## src/hw/rtl/rgb_backlight_controller_core_macros.svh

```systemverilog
// Assertion macros for the RGB backlight controller core.
// Taken in by the top level; relies on signals named clock and reset there.
`ifndef RGB_BACKLIGHT_CONTROLLER_CORE_MACROS_SVH
`define RGB_BACKLIGHT_CONTROLLER_CORE_MACROS_SVH

// Check a consequent in the same cycle as its trigger.
`define RGBBL_ASSERT_NOW(label, trig, cons, msg) \
   label: assert property (@(posedge clock) disable iff (reset) (trig) |-> (cons)) \
      else $error(msg);

// Check a consequent in the cycle after its trigger.
`define RGBBL_ASSERT_NEXT(label, trig, cons, msg) \
   label: assert property (@(posedge clock) disable iff (reset) (trig) |=> (cons)) \
      else $error(msg);

`endif

```

## src/hw/rtl/rgbbl_pkg.sv

```systemverilog
// Shared types, codes and helper functions of the RGB backlight controller.
// No dependencies; used by every module of the block.
`timescale 1ns / 1ps

package rgbbl_pkg;

   localparam int unsigned PctW   = 7;
   localparam int unsigned ProdW  = 2 * PctW;
   localparam logic [6:0]  PctMax = 7'd100;

   // Reciprocal of 100 scaled by 2^22; exact floor for products up to 100*100
   localparam logic [15:0] RecipHundred = 16'd41944;
   localparam int unsigned RecipShift   = 22;
   localparam int unsigned ScaledW      = ProdW + 16;

   localparam logic [1:0] LevelHigh    = 2'd3;
   localparam logic [2:0] ColourWhite  = 3'd5;
   localparam logic [2:0] ColourLast   = 3'd6;
   localparam logic [7:0] LevelCount   = 8'd4;
   localparam logic [7:0] ColourCount  = 8'd7;

   // ASCII channel selectors
   localparam logic [7:0] LetterRedLo   = 8'h72;
   localparam logic [7:0] LetterRedUp   = 8'h52;
   localparam logic [7:0] LetterGreenLo = 8'h67;
   localparam logic [7:0] LetterGreenUp = 8'h47;
   localparam logic [7:0] LetterBlueLo  = 8'h62;
   localparam logic [7:0] LetterBlueUp  = 8'h42;

   // Configuration register indexes
   localparam logic [1:0] CsrLevelLow    = 2'd0;
   localparam logic [1:0] CsrLevelMedium = 2'd1;
   localparam logic [1:0] CsrLevelHigh   = 2'd2;

   typedef enum logic [3:0] {
      OP_ENABLE      = 4'd0,
      OP_DISABLE     = 4'd1,
      OP_TOGGLE      = 4'd2,
      OP_SET_BRIGHT  = 4'd3,
      OP_INCREASE    = 4'd4,
      OP_DECREASE    = 4'd5,
      OP_SET_LEVEL   = 4'd6,
      OP_LEVEL_STEP  = 4'd7,
      OP_SET_RGB     = 4'd8,
      OP_SET_CHANNEL = 4'd9,
      OP_SET_COLOUR  = 4'd10,
      OP_COLOUR_STEP = 4'd11,
      OP_RESTORE     = 4'd12,
      OP_QUERY       = 4'd13
   } op_type;

   typedef struct packed {
      logic [3:0] operation;
      logic [7:0] amount;
      logic [7:0] channel_letter;
      logic [7:0] red_in;
      logic [7:0] green_in;
      logic [7:0] blue_in;
      logic       enable_in;
   } req_type;

   typedef struct packed {
      logic [6:0] drive_red;
      logic [6:0] drive_green;
      logic [6:0] drive_blue;
      logic       is_on;
      logic [6:0] brightness_now;
      logic [6:0] colour_red;
      logic [6:0] colour_green;
      logic [6:0] colour_blue;
   } rsp_type;

   // Settings after a command, with the unscaled channel products
   typedef struct packed {
      logic             on;
      logic [6:0]       brightness;
      logic [6:0]       red;
      logic [6:0]       green;
      logic [6:0]       blue;
      logic [ProdW-1:0] prod_red;
      logic [ProdW-1:0] prod_green;
      logic [ProdW-1:0] prod_blue;
   } mid_type;

   typedef struct packed {
      logic [6:0] low;
      logic [6:0] middle;
      logic [6:0] high;
   } levels_type;

   // Clamp an 8-bit value to 0..100
   function automatic logic [6:0] sat_pct(input logic [7:0] v);
      return (v > {1'b0, PctMax}) ? PctMax : v[6:0];
   endfunction

   // Brightness of a preset level; level zero is off
   function automatic logic [6:0] level_pct(input logic [1:0] idx, input levels_type lv);
      logic [6:0] pct;
      unique case (idx)
         2'd1:    pct = sat_pct({1'b0, lv.low});
         2'd2:    pct = sat_pct({1'b0, lv.middle});
         2'd3:    pct = sat_pct({1'b0, lv.high});
         default: pct = 7'd0;
      endcase
      return pct;
   endfunction

   // Preset colours: red, yellow, cyan, blue, green, white, magenta
   function automatic logic [20:0] palette(input logic [2:0] idx);
      logic [20:0] rgb;
      unique case (idx)
         3'd0:    rgb = {PctMax, 7'd0,   7'd0};
         3'd1:    rgb = {PctMax, PctMax, 7'd0};
         3'd2:    rgb = {7'd0,   PctMax, PctMax};
         3'd3:    rgb = {7'd0,   7'd0,   PctMax};
         3'd4:    rgb = {7'd0,   PctMax, 7'd0};
         3'd5:    rgb = {PctMax, PctMax, PctMax};
         3'd6:    rgb = {PctMax, 7'd0,   PctMax};
         default: rgb = {PctMax, PctMax, PctMax};
      endcase
      return rgb;
   endfunction

endpackage

```

## src/hw/rtl/rgbbl_cmd.sv

```systemverilog
// Command decoder and settings registers of the RGB backlight controller.
// Holds the level configuration; depends on rgbbl_pkg.
`timescale 1ns / 1ps

module rgbbl_cmd #(
   parameter bit DEFAULT_ON         = 1'b1,
   parameter int DEFAULT_BRIGHTNESS = 100
) (
   input  logic              clock,
   input  logic              reset,
   input  logic              csr_wr_en,
   input  logic [1:0]        csr_index,
   input  logic [6:0]        csr_wr_data,
   input  rgbbl_pkg::req_type cmd,
   input  logic              cmd_go,
   output rgbbl_pkg::mid_type settings
);

   rgbbl_pkg::levels_type levels_ff;
   logic       on_ff,     on_in;
   logic [6:0] bright_ff, bright_in;
   logic [6:0] red_ff,    red_in;
   logic [6:0] green_ff,  green_in;
   logic [6:0] blue_ff,   blue_in;
   logic [1:0] lvl_ff,    lvl_in;
   logic [2:0] col_ff,    col_in;

   logic [8:0]  inc_sum;
   logic [1:0]  lvl_step;
   logic [2:0]  col_step;
   logic [6:0]  amt_sat;
   logic [20:0] pal_amt;
   logic [20:0] pal_step;

   assign inc_sum  = {2'b0, bright_ff} + {1'b0, cmd.amount};
   assign lvl_step = lvl_ff + 2'd1;
   assign col_step = (col_ff == rgbbl_pkg::ColourLast) ? 3'd0 : col_ff + 3'd1;
   assign amt_sat  = rgbbl_pkg::sat_pct(cmd.amount);
   assign pal_amt  = rgbbl_pkg::palette(cmd.amount[2:0]);
   assign pal_step = rgbbl_pkg::palette(col_step);

   // Decode one command into the next settings
   always_comb begin
      on_in     = on_ff;
      bright_in = bright_ff;
      red_in    = red_ff;
      green_in  = green_ff;
      blue_in   = blue_ff;
      lvl_in    = lvl_ff;
      col_in    = col_ff;
      unique case (rgbbl_pkg::op_type'(cmd.operation))
         rgbbl_pkg::OP_ENABLE:     on_in = 1'b1;
         rgbbl_pkg::OP_DISABLE:    on_in = 1'b0;
         rgbbl_pkg::OP_TOGGLE:     on_in = !on_ff;
         rgbbl_pkg::OP_SET_BRIGHT: bright_in = amt_sat;
         rgbbl_pkg::OP_INCREASE: begin
            bright_in = (inc_sum > 9'(rgbbl_pkg::PctMax)) ? rgbbl_pkg::PctMax
                                                          : inc_sum[6:0];
            on_in     = 1'b1;
         end
         rgbbl_pkg::OP_DECREASE: begin
            bright_in = ({1'b0, bright_ff} <= cmd.amount) ? 7'd0
                                                          : bright_ff - cmd.amount[6:0];
         end
         rgbbl_pkg::OP_SET_LEVEL: begin
            if (cmd.amount < rgbbl_pkg::LevelCount) begin
               lvl_in    = cmd.amount[1:0];
               bright_in = rgbbl_pkg::level_pct(cmd.amount[1:0], levels_ff);
               on_in     = (cmd.amount[1:0] != 2'd0);
            end
         end
         rgbbl_pkg::OP_LEVEL_STEP: begin
            lvl_in    = lvl_step;
            bright_in = rgbbl_pkg::level_pct(lvl_step, levels_ff);
            on_in     = (lvl_step != 2'd0);
         end
         rgbbl_pkg::OP_SET_RGB: begin
            red_in   = rgbbl_pkg::sat_pct(cmd.red_in);
            green_in = rgbbl_pkg::sat_pct(cmd.green_in);
            blue_in  = rgbbl_pkg::sat_pct(cmd.blue_in);
         end
         rgbbl_pkg::OP_SET_CHANNEL: begin
            priority if (cmd.channel_letter == rgbbl_pkg::LetterRedLo ||
                         cmd.channel_letter == rgbbl_pkg::LetterRedUp) begin
               red_in = amt_sat;
            end else if (cmd.channel_letter == rgbbl_pkg::LetterGreenLo ||
                         cmd.channel_letter == rgbbl_pkg::LetterGreenUp) begin
               green_in = amt_sat;
            end else if (cmd.channel_letter == rgbbl_pkg::LetterBlueLo ||
                         cmd.channel_letter == rgbbl_pkg::LetterBlueUp) begin
               blue_in = amt_sat;
            end else begin
               red_in = red_ff;
            end
         end
         rgbbl_pkg::OP_SET_COLOUR: begin
            if (cmd.amount < rgbbl_pkg::ColourCount) begin
               col_in                      = cmd.amount[2:0];
               {red_in, green_in, blue_in} = pal_amt;
            end
         end
         rgbbl_pkg::OP_COLOUR_STEP: begin
            col_in                      = col_step;
            {red_in, green_in, blue_in} = pal_step;
         end
         rgbbl_pkg::OP_RESTORE: begin
            on_in     = cmd.enable_in;
            bright_in = amt_sat;
            red_in    = rgbbl_pkg::sat_pct(cmd.red_in);
            green_in  = rgbbl_pkg::sat_pct(cmd.green_in);
            blue_in   = rgbbl_pkg::sat_pct(cmd.blue_in);
         end
         default: on_in = on_ff;
      endcase
   end

   // Settings registers: advance when a command leaves the input stage
   always_ff @(posedge clock) begin
      if (reset) begin
         on_ff     <= DEFAULT_ON;
         bright_ff <= 7'(DEFAULT_BRIGHTNESS);
         red_ff    <= rgbbl_pkg::PctMax;
         green_ff  <= rgbbl_pkg::PctMax;
         blue_ff   <= rgbbl_pkg::PctMax;
         lvl_ff    <= rgbbl_pkg::LevelHigh;
         col_ff    <= rgbbl_pkg::ColourWhite;
      end else if (cmd_go) begin
         on_ff     <= on_in;
         bright_ff <= bright_in;
         red_ff    <= red_in;
         green_ff  <= green_in;
         blue_ff   <= blue_in;
         lvl_ff    <= lvl_in;
         col_ff    <= col_in;
      end
   end

   // Level configuration registers; other indexes are ignored
   always_ff @(posedge clock) begin
      if (reset) begin
         levels_ff.low    <= 7'd30;
         levels_ff.middle <= 7'd60;
         levels_ff.high   <= 7'd100;
      end else if (csr_wr_en) begin
         if (csr_index == rgbbl_pkg::CsrLevelLow) begin
            levels_ff.low <= csr_wr_data;
         end
         if (csr_index == rgbbl_pkg::CsrLevelMedium) begin
            levels_ff.middle <= csr_wr_data;
         end
         if (csr_index == rgbbl_pkg::CsrLevelHigh) begin
            levels_ff.high <= csr_wr_data;
         end
      end
   end

   // Hand the new settings on with colour times brightness
   always_comb begin
      settings.on         = on_in;
      settings.brightness = bright_in;
      settings.red        = red_in;
      settings.green      = green_in;
      settings.blue       = blue_in;
      settings.prod_red   = {7'd0, red_in}   * {7'd0, bright_in};
      settings.prod_green = {7'd0, green_in} * {7'd0, bright_in};
      settings.prod_blue  = {7'd0, blue_in}  * {7'd0, bright_in};
   end

endmodule

```

## src/hw/rtl/rgbbl_scale.sv

```systemverilog
// Drive scaling of the RGB backlight controller: product over 100, gated by on.
// Depends on rgbbl_pkg.
`timescale 1ns / 1ps

module rgbbl_scale (
   input  rgbbl_pkg::mid_type settings,
   output rgbbl_pkg::rsp_type result
);

   logic [rgbbl_pkg::ScaledW-1:0] sc_red;
   logic [rgbbl_pkg::ScaledW-1:0] sc_green;
   logic [rgbbl_pkg::ScaledW-1:0] sc_blue;

   // Divide by 100 through the scaled reciprocal
   assign sc_red   = {16'd0, settings.prod_red}   * {14'd0, rgbbl_pkg::RecipHundred};
   assign sc_green = {16'd0, settings.prod_green} * {14'd0, rgbbl_pkg::RecipHundred};
   assign sc_blue  = {16'd0, settings.prod_blue}  * {14'd0, rgbbl_pkg::RecipHundred};

   always_comb begin
      result.drive_red      = settings.on ? sc_red[rgbbl_pkg::RecipShift +: 7]   : 7'd0;
      result.drive_green    = settings.on ? sc_green[rgbbl_pkg::RecipShift +: 7] : 7'd0;
      result.drive_blue     = settings.on ? sc_blue[rgbbl_pkg::RecipShift +: 7]  : 7'd0;
      result.is_on          = settings.on;
      result.brightness_now = settings.brightness;
      result.colour_red     = settings.red;
      result.colour_green   = settings.green;
      result.colour_blue    = settings.blue;
   end

endmodule

```

## src/hw/rtl/rgb_backlight_controller_core.sv

```systemverilog
// Top level of the RGB backlight controller: handshake stages around decoder and scaler.
// Depends on rgbbl_pkg, rgbbl_cmd, rgbbl_scale and the assertion macro header.
`timescale 1ns / 1ps
`include "rgb_backlight_controller_core_macros.svh"

// Every accepted command item gives exactly one result item, in order. The block
// takes one item per clock while the result side is not stalled; an item passes
// from the input register through the settings stage to the result register,
// where it is presented. The settings are updated as an item leaves the input
// register, so each item sees all earlier ones; the divide by 100 of the drive
// values runs in the following stage. Each stage holds its item only while the
// stage after it is full and stalled. The user must see that level registers are
// written through the csr_ port only while no item is in flight; the block does not
// enforce it. Out-of-range register values are clamped to 100 where they are used.

module rgb_backlight_controller_core #(
   parameter bit DEFAULT_ON         = 1'b1,
   parameter int DEFAULT_BRIGHTNESS = 100
) (
   input  logic               clock,
   input  logic               reset,
   input  logic               req_valid,
   output logic               req_stall,
   input  rgbbl_pkg::req_type req_payload,
   output logic               rsp_valid,
   input  logic               rsp_stall,
   output rgbbl_pkg::rsp_type rsp_payload,
   input  logic               csr_wr_en,
   input  logic [1:0]         csr_index,
   input  logic [6:0]         csr_wr_data
);

   logic               in_v_ff;
   rgbbl_pkg::req_type in_d_ff;
   logic               mid_v_ff;
   rgbbl_pkg::mid_type mid_d_ff;
   logic               out_v_ff;
   rgbbl_pkg::rsp_type out_d_ff;

   logic               rdy_in, rdy_mid, rdy_out;
   logic               cmd_go, mid_go;
   rgbbl_pkg::mid_type settings;
   rgbbl_pkg::rsp_type scaled;

   logic               drive_in_colour;
   logic               drive_dark;
   logic               pct_in_range;

   // Stage readiness: a stage can take an item when empty or when it drains
   assign rdy_out   = !out_v_ff || !rsp_stall;
   assign rdy_mid   = !mid_v_ff || rdy_out;
   assign rdy_in    = !in_v_ff  || rdy_mid;
   assign req_stall = !rdy_in;
   assign cmd_go    = in_v_ff  && rdy_mid;
   assign mid_go    = mid_v_ff && rdy_out;

   rgbbl_cmd #(
      .DEFAULT_ON         (DEFAULT_ON),
      .DEFAULT_BRIGHTNESS (DEFAULT_BRIGHTNESS)
   ) u_cmd (
      .clock       (clock),
      .reset       (reset),
      .csr_wr_en   (csr_wr_en),
      .csr_index   (csr_index),
      .csr_wr_data (csr_wr_data),
      .cmd         (in_d_ff),
      .cmd_go      (cmd_go),
      .settings    (settings)
   );

   rgbbl_scale u_scale (
      .settings (mid_d_ff),
      .result   (scaled)
   );

   // Valid bits of the three stages
   always_ff @(posedge clock) begin
      if (reset) begin
         in_v_ff  <= 1'b0;
         mid_v_ff <= 1'b0;
         out_v_ff <= 1'b0;
      end else begin
         if (rdy_in) begin
            in_v_ff <= req_valid;
         end
         if (rdy_mid) begin
            mid_v_ff <= in_v_ff;
         end
         if (rdy_out) begin
            out_v_ff <= mid_v_ff;
         end
      end
   end

   // Payload registers: load when the stage advances
   always_ff @(posedge clock) begin
      if (rdy_in && req_valid) begin
         in_d_ff <= req_payload;
      end
      if (cmd_go) begin
         mid_d_ff <= settings;
      end
      if (mid_go) begin
         out_d_ff <= scaled;
      end
   end

   assign rsp_valid   = out_v_ff;
   assign rsp_payload = out_d_ff;

   // Result properties checked below
   assign drive_in_colour = (rsp_payload.drive_red   <= rsp_payload.colour_red) &&
                            (rsp_payload.drive_green <= rsp_payload.colour_green) &&
                            (rsp_payload.drive_blue  <= rsp_payload.colour_blue);
   assign drive_dark      = (rsp_payload.drive_red == 7'd0) &&
                            (rsp_payload.drive_green == 7'd0) &&
                            (rsp_payload.drive_blue == 7'd0);
   assign pct_in_range    = (rsp_payload.brightness_now <= rgbbl_pkg::PctMax) &&
                            (rsp_payload.colour_red <= rgbbl_pkg::PctMax) &&
                            (rsp_payload.colour_green <= rgbbl_pkg::PctMax) &&
                            (rsp_payload.colour_blue <= rgbbl_pkg::PctMax);

   // Drive never exceeds the stored colour
   `RGBBL_ASSERT_NOW(a_drive_bound, rsp_valid, drive_in_colour, "drive above colour")
   // An off block drives nothing
   `RGBBL_ASSERT_NOW(a_off_dark, rsp_valid && !rsp_payload.is_on, drive_dark, "drive while off")
   // Stored settings stay within percent range
   `RGBBL_ASSERT_NOW(a_pct_range, rsp_valid, pct_in_range, "setting above 100")
   // A held input item keeps the next stage occupied
   `RGBBL_ASSERT_NEXT(a_hold_full, in_v_ff && !rdy_mid, in_v_ff && mid_v_ff, "lost item in pipeline")

endmodule
```

## config.mk

```make
export PLATFORM = sky130hd
export DESIGN_NAME = rgb_backlight_controller_core
export DESIGN_NICKNAME = d
export VERILOG_FILES = /design/src/hw/rtl/rgbbl_pkg.sv /design/src/hw/rtl/rgbbl_cmd.sv /design/src/hw/rtl/rgbbl_scale.sv /design/src/hw/rtl/rgb_backlight_controller_core.sv
export VERILOG_INCLUDE_DIRS = /design/src /design/src/hw/rtl
export SDC_FILE = /design/constraint.sdc
export NUM_CORES = 1
export LEC_CHECK = 0
export BUFFER_PORTS_ARGS = -buffer_cell sky130_fd_sc_hd__buf_2
export CORE_ASPECT_RATIO = 0.6
export CORE_UTILIZATION = 35
export DETAILED_ROUTE_END_ITERATION = 6
export PLACE_DENSITY = 0.54
export SKIP_LAST_GASP = 1
export SLEW_MARGIN = 20
export SYNTH_ARGS = -nofsm -noshare
export SYNTH_HDL_FRONTEND = slang
export SYNTH_SLANG_ARGS = --single-unit
```

## constraint.sdc

```tcl
create_clock -name clock -period 7.5 [get_ports clock]
set_input_delay 1.125 -clock clock [delete_from_list [all_inputs] [get_ports clock]]
set_output_delay 1.125 -clock clock [all_outputs]
set_load 0.01 [all_outputs]
```

---- Yosys cells after proc, flatten, opt, wreduce, memory -nomap -nowiden ----
Index checks and enable logic that the tools add are counted.
cells by class
  mux-type cells .......................... 34
  equality and inequality tests ........... 39
  div/mod/pow operators ................... 0
  multiply operators ...................... 6
  reduce and logical (&&, ||, !) cells .... 31
  shift-type cells ........................ 0
  magnitude comparators ................... 11
  $add $sub $neg .......................... 4
  bitwise logic cells ..................... 0
operators with widths
  operator                  count
  $pmux W21 S6              2
  $mux W7                   19
  $pmux W7 S4               3
  $mul A14 B13 Y26 const B  3
  $eq A8 B7 Y1 const B      6
  $mul A7 B7 Y14            3
  $pmux W7 S3               2
  $pmux W7 S5               1
  $gt A8 B7 Y1 const B      4
  $gt A7 B7 Y1 const B      3
  $eq A4 B4 Y1 const B      5
  $eq A4 B3 Y1 const B      4
  $lt A8 B3 Y1 const B      2
  $eq A3 B3 Y1 const B      5
  $eq A3 B2 Y1 const B      4
  $eq A2 B2 Y1 const B      5
  $add A7 B8 Y9             1
  $gt A9 B7 Y1 const B      1
  $eq A4 B2 Y1 const B      2
  $le A7 B8 Y1              1
  $reduce_bool A2 Y1        4
  $sub A7 B7 Y7             1
  $eq A2 B1 Y1 const B      3
  $eq A3 B1 Y1 const B      2
  other kinds (19)          39
storage, ports and cells
  memories kept ........................... 0
  word-level logic and storage cells ...... 161
  memory bits (read-only) ................. 0
  input port bits ......................... 59
  output and inout bits ................... 52
  bits in latches ......................... 0
  bits in registers ....................... 224
  bits in writable memories ............... 0

---- Longest topological paths before layout ----
  depth in word-level cells ............... 7
  depth in mapped cells ................... 30
  gate-level depth less buffers ........... 29

---- By module ----
A second synthesis with hierarchy kept.
second synthesis, totals
  cells, all modules ...................... 2,405
  area total of the unflattened synthesis .. 24,202.0 µm²
modules (own cells, without submodules)
  module                         cells each  area each (µm²)  sequential area each (µm²)  instances
  rgbbl_scale                    1,057       10,072.2         0.0                         1
  rgbbl_cmd                      1,167       9,023.7          1,101.1                     1
  rgb_backlight_controller_core  181         5,106.1          5,044.8                     1

---- Worst setup path after synthesis ----
Ideal clock, no wire load.
  kind .................................... register -> register
  from .................................... reg in_d_ff[34] (netlist bit)
  to ...................................... reg mid_d_ff[27] (netlist bit), data pin
  stages on the path, launching flop included .. 28
  data required time ...................... 7.240 ns
  period minus slack after synthesis ...... 6.693 ns
  library setup time ...................... 0.260 ns
  slack ................................... 0.807 ns
  arrival ................................. 6.434 ns
  path buffers ............................ 2
  cell sequence ........................... edfxtp_1 clkinv_1 fa_1 nor3_2 nor3_4 xnor2_1 o32ai_2 o211ai_4 o211a_1 buf_6 inv_2 buf_2 nand2_1 fa_1 fa_1 inv_1 fa_1 inv_1 fa_1 inv_1 ha_1 nor3_1 nor2_1 a31oi_1 nor2b_1 o21a_1 o41a_1 xnor2_1
RTL lines
  item                      RTL line                              source
  start: declaration        rgb_backlight_controller_core.sv:34   rgbbl_pkg::req_type in_d_ff;
  start signal: assignment  rgb_backlight_controller_core.sv:98   in_d_ff <= req_payload;
  end signal: assignment    rgb_backlight_controller_core.sv:101  mid_d_ff <= settings;
  end: declaration          rgb_backlight_controller_core.sv:36   rgbbl_pkg::mid_type mid_d_ff;

==> flow_metrics.tcl <==
set metrics [dict create \
    hold_class "flop to flop" \
    status "finished, final reports clean" \
    fmax_mhz 142.6 \
    start_util_pct 35.84 \
    multi_input_area_mm2 0.01580 \
    synth_cells 2345 \
    cts_buffer_depth 3 \
    firstDrtPassIters 5 \
    wl_per_cell_um 17.67 \
    yosysTopAreaCell "fa_1" \
    synth_top_area_share_pct 21.69 \
    holdWs_ns 0.4177 \
    rr_endpoint "mid_d_ff[13]$_DFFE_PP_" \
    fp.dieW_um 340.0 \
    clock-root-buffer "clkbuf_16" \
    grt_max_degree 69 \
    via_per_inst 5.007 \
    rsz0062_at_grt "no" \
    layout-drive-gt1-share_pct 10.24 \
    hold_viol_final 0 \
    rows 73 \
    fillers 6661 \
    yosysMostFrequentCell "inv_1" \
    chipHeight_um 204.8 \
    place_hpwl_um 50110 \
    htreeDepth 1 \
    antenna_left 0 \
    grt_pass1_vias 17192 \
    drt_wl_total_um 60230 \
    period_share_pct 93.48 \
    ys_types 95 \
    die_area_mm2 0.06964 \
    ios 111 \
    seqCellArea_mm2 0.006116 \
    vias 17068 \
    synthArstFlopShare_pct 0 \
    grt_pass1_wl_um 95940 \
    fin_crit_ns 7.011 \
    antenna_found_initial 1 \
    ys_ff_latch 223 \
    rr_worst_depth 24 \
    timing_worst_setup_path_type "flop to flop" \
    core_area_mm2 0.06695 \
    clkSinkCount 223 \
    clk_latency_ns 0.58 \
    crit_path_start_kind "flop" \
    layout.nets 3205 \
    io_buffers 109 \
    slowest_delay_ns 0.54 \
    path_cells "clkinv_1, ha_1, nand2b_1, a211oi_1, o2111ai_1, a31oi_2, o211ai_4, o211a_1, inv_2, buf_4, nand2_1, fa_1, fa_1, inv_1, fa_1, fa_1, ha_1, nor3_1, nor2_1, a31oi_1, nor2b_1, o21a_1, o41a_1, xnor2_1" \
    numCtsBuffers 26 \
    ys.flop_type "edfxtp_1" \
    syn_nets 3060 \
    startpoint "in_d_ff[34]$_DFFE_PP_" \
    cts.reportedPaths.clkPinSlew_ns 0.06 \
    cp_max_fo 8 \
    cp_top_family "adder cells" \
    maxSlewHeadroom_pct 30.03 \
    crit_path_frequent_cell "fa_1" \
    synth_edf_count 165 \
    slew_viol_final 0 \
    finClkSkew_ns 0.01709 \
    syn_to_final_growth_pct 11.12 \
    insertedDiodeCount 0 \
    maxCapViolCount 0 \
    yosys-top-cells-area "fa_1 22%, edfxtp_1 21%, ha_1 21%" \
    yosysSeqAreaShare_pct 25.49 \
    setup_viol 0 \
    tns_ns 0 \
    crit_buf_inv 4 \
    ctsHoldBuffers 0 \
    synthTopCellsByCount "482 x inv_1, 396 x ha_1, 260 x fa_1" \
    cp.arrival_ns 7.38 \
    placed_cells 3361 \
    critPathSlowestCell "fa_1" \
    drc 0 \
    cts_tree "done" \
    rrSetupSlack_ns 0.49 \
    grt_usage_pct 17.66 \
    design_area_mm2 0.02666 \
    gp_congestion 0.9094 \
    syn-cell-area_mm2 0.02399 \
    endpoint "mid_d_ff[13]$_DFFE_PP_" \
    synth.avg_cell_area_um2 10.23 \
    worst_ep_required_time_ns 7.87 \
    overflow 0 \
    yosysWarnings 0 \
    stdcell_count 3409 \
    tightest_slew_ns 1.036 \
    ctsResizeCount 0 \
    drt-initial-drc-count 1202 \
    end_kind "flop" \
    cts_setup_buffers 0 \
    cp.depth 24 \
    dpl_cell_area_mm2 0.02583 \
    rr_startpoint "in_d_ff[34]$_DFFE_PP_" \
]
-- how the worst min path moves through the flow --
stage / start / to / slack [ns] / cells after the start
after floorplan: mid_d_ff[42]$_DFFE_PP_ / rsp_payload[0]$_DFFE_PP_ / 0.40 / 0
after global placement: mid_d_ff[43]$_DFFE_PP_ / rsp_payload[1]$_DFFE_PP_ / 0.40 / 0
after detailed placement: mid_d_ff[43]$_DFFE_PP_ / rsp_payload[1]$_DFFE_PP_ / 0.40 / 0
after CTS: mid_d_ff[43]$_DFFE_PP_ / rsp_payload[1]$_DFFE_PP_ / 0.42 / 0
after global routing: mid_d_ff[58]$_DFFE_PP_ / rsp_payload[16]$_DFFE_PP_ / 0.43 / 0
final: mid_d_ff[43]$_DFFE_PP_ / rsp_payload[1]$_DFFE_PP_ / 0.42 / 0
-- per-stage QoR --
stage	worst slack [ns]	util, %
after floorplan	0.8067	-
after global placement	0.5686	38.58
after detailed placement	0.6043	38.58
after CTS	0.5731	39.81
after global routing	0.2466	39.82
final	0.4893	39.82
-- flip-flops by register name (all words and copies together) (netlist names), 2 cells and up --
name,count
u_cmd.red_ff,7
u_cmd.green_ff,7
u_cmd.lvl_ff,2
mid_d_ff,71
rsp_payload,50
u_cmd.col_ff,3
u_cmd.blue_ff,7
u_cmd.levels_ff,21
in_d_ff,44
u_cmd.bright_ff,7
-- placed cells by master (no fill, tap or decap), types with 6 or more instances in the layout --
cell,count
o21a_1,7
inv_1,481
xnor2_1,51
and2_1,19
buf_4,53
a31oi_1,21
dfxtp_1,58
ha_1,396
o21bai_1,10
nand4_1,10
a21oi_1,83
nor2_1,202
o211a_1,8
buf_2,109
a21o_1,22
nor2b_1,19
nor3_1,31
a221oi_1,7
nand2_1,118
nand2b_1,22
edfxtp_1,165
xor2_1,18
a211oi_1,20
clkbuf_16,27
a211o_1,27
o21ai_0,61
a311oi_1,6
fa_1,260
mux2i_1,14
a221oi_2,7
nand3_1,29
o211ai_1,11
-- metal layers --
| layer | up-vias | wire length, µm | global-route usage, % |
|---|---|---|---|
| met3 | 58 | 4260 | 3.647 |
| met2 | 458 | 23410 | 24.58 |
| li1 | 8137 | - | - |
| met4 | 0 | 833 | 2.574 |
| met1 | 8415 | 31730 | 27.98 |
| met5 | - | 0 | 0 |
-- kinds of logic after synthesis --
| kind of cell | after synthesis | synth area share (%) |
|---|---|---|
| and+or+nand+nor | 491 | 9.601 |
| DFF | 223 | 25.49 |
| AOI/OAI and AO/OA | 357 | 10.72 |
| buffers and inverters | 535 | 8.740 |
| xor gates and xnor gates | 69 | 2.519 |
| adders and majority gates | 656 | 42.34 |
| muxes | 14 | 0.5840 |
-- layout make-up --
class | count | area share (%)
multi-input cells | 1587 | 59.26
flip-flops and latches | 223 | 22.94
inverters | 489 | 6.913
clock buffers | 29 | 2.562
repair buffers | 163 | 3.567
well taps | 900 | 4.224
clock inverters | 18 | 0.5397
Power is left out: the tool's default activity adds up to more than one toggle a clock period on the data nets, which glitch-free logic cannot reach.
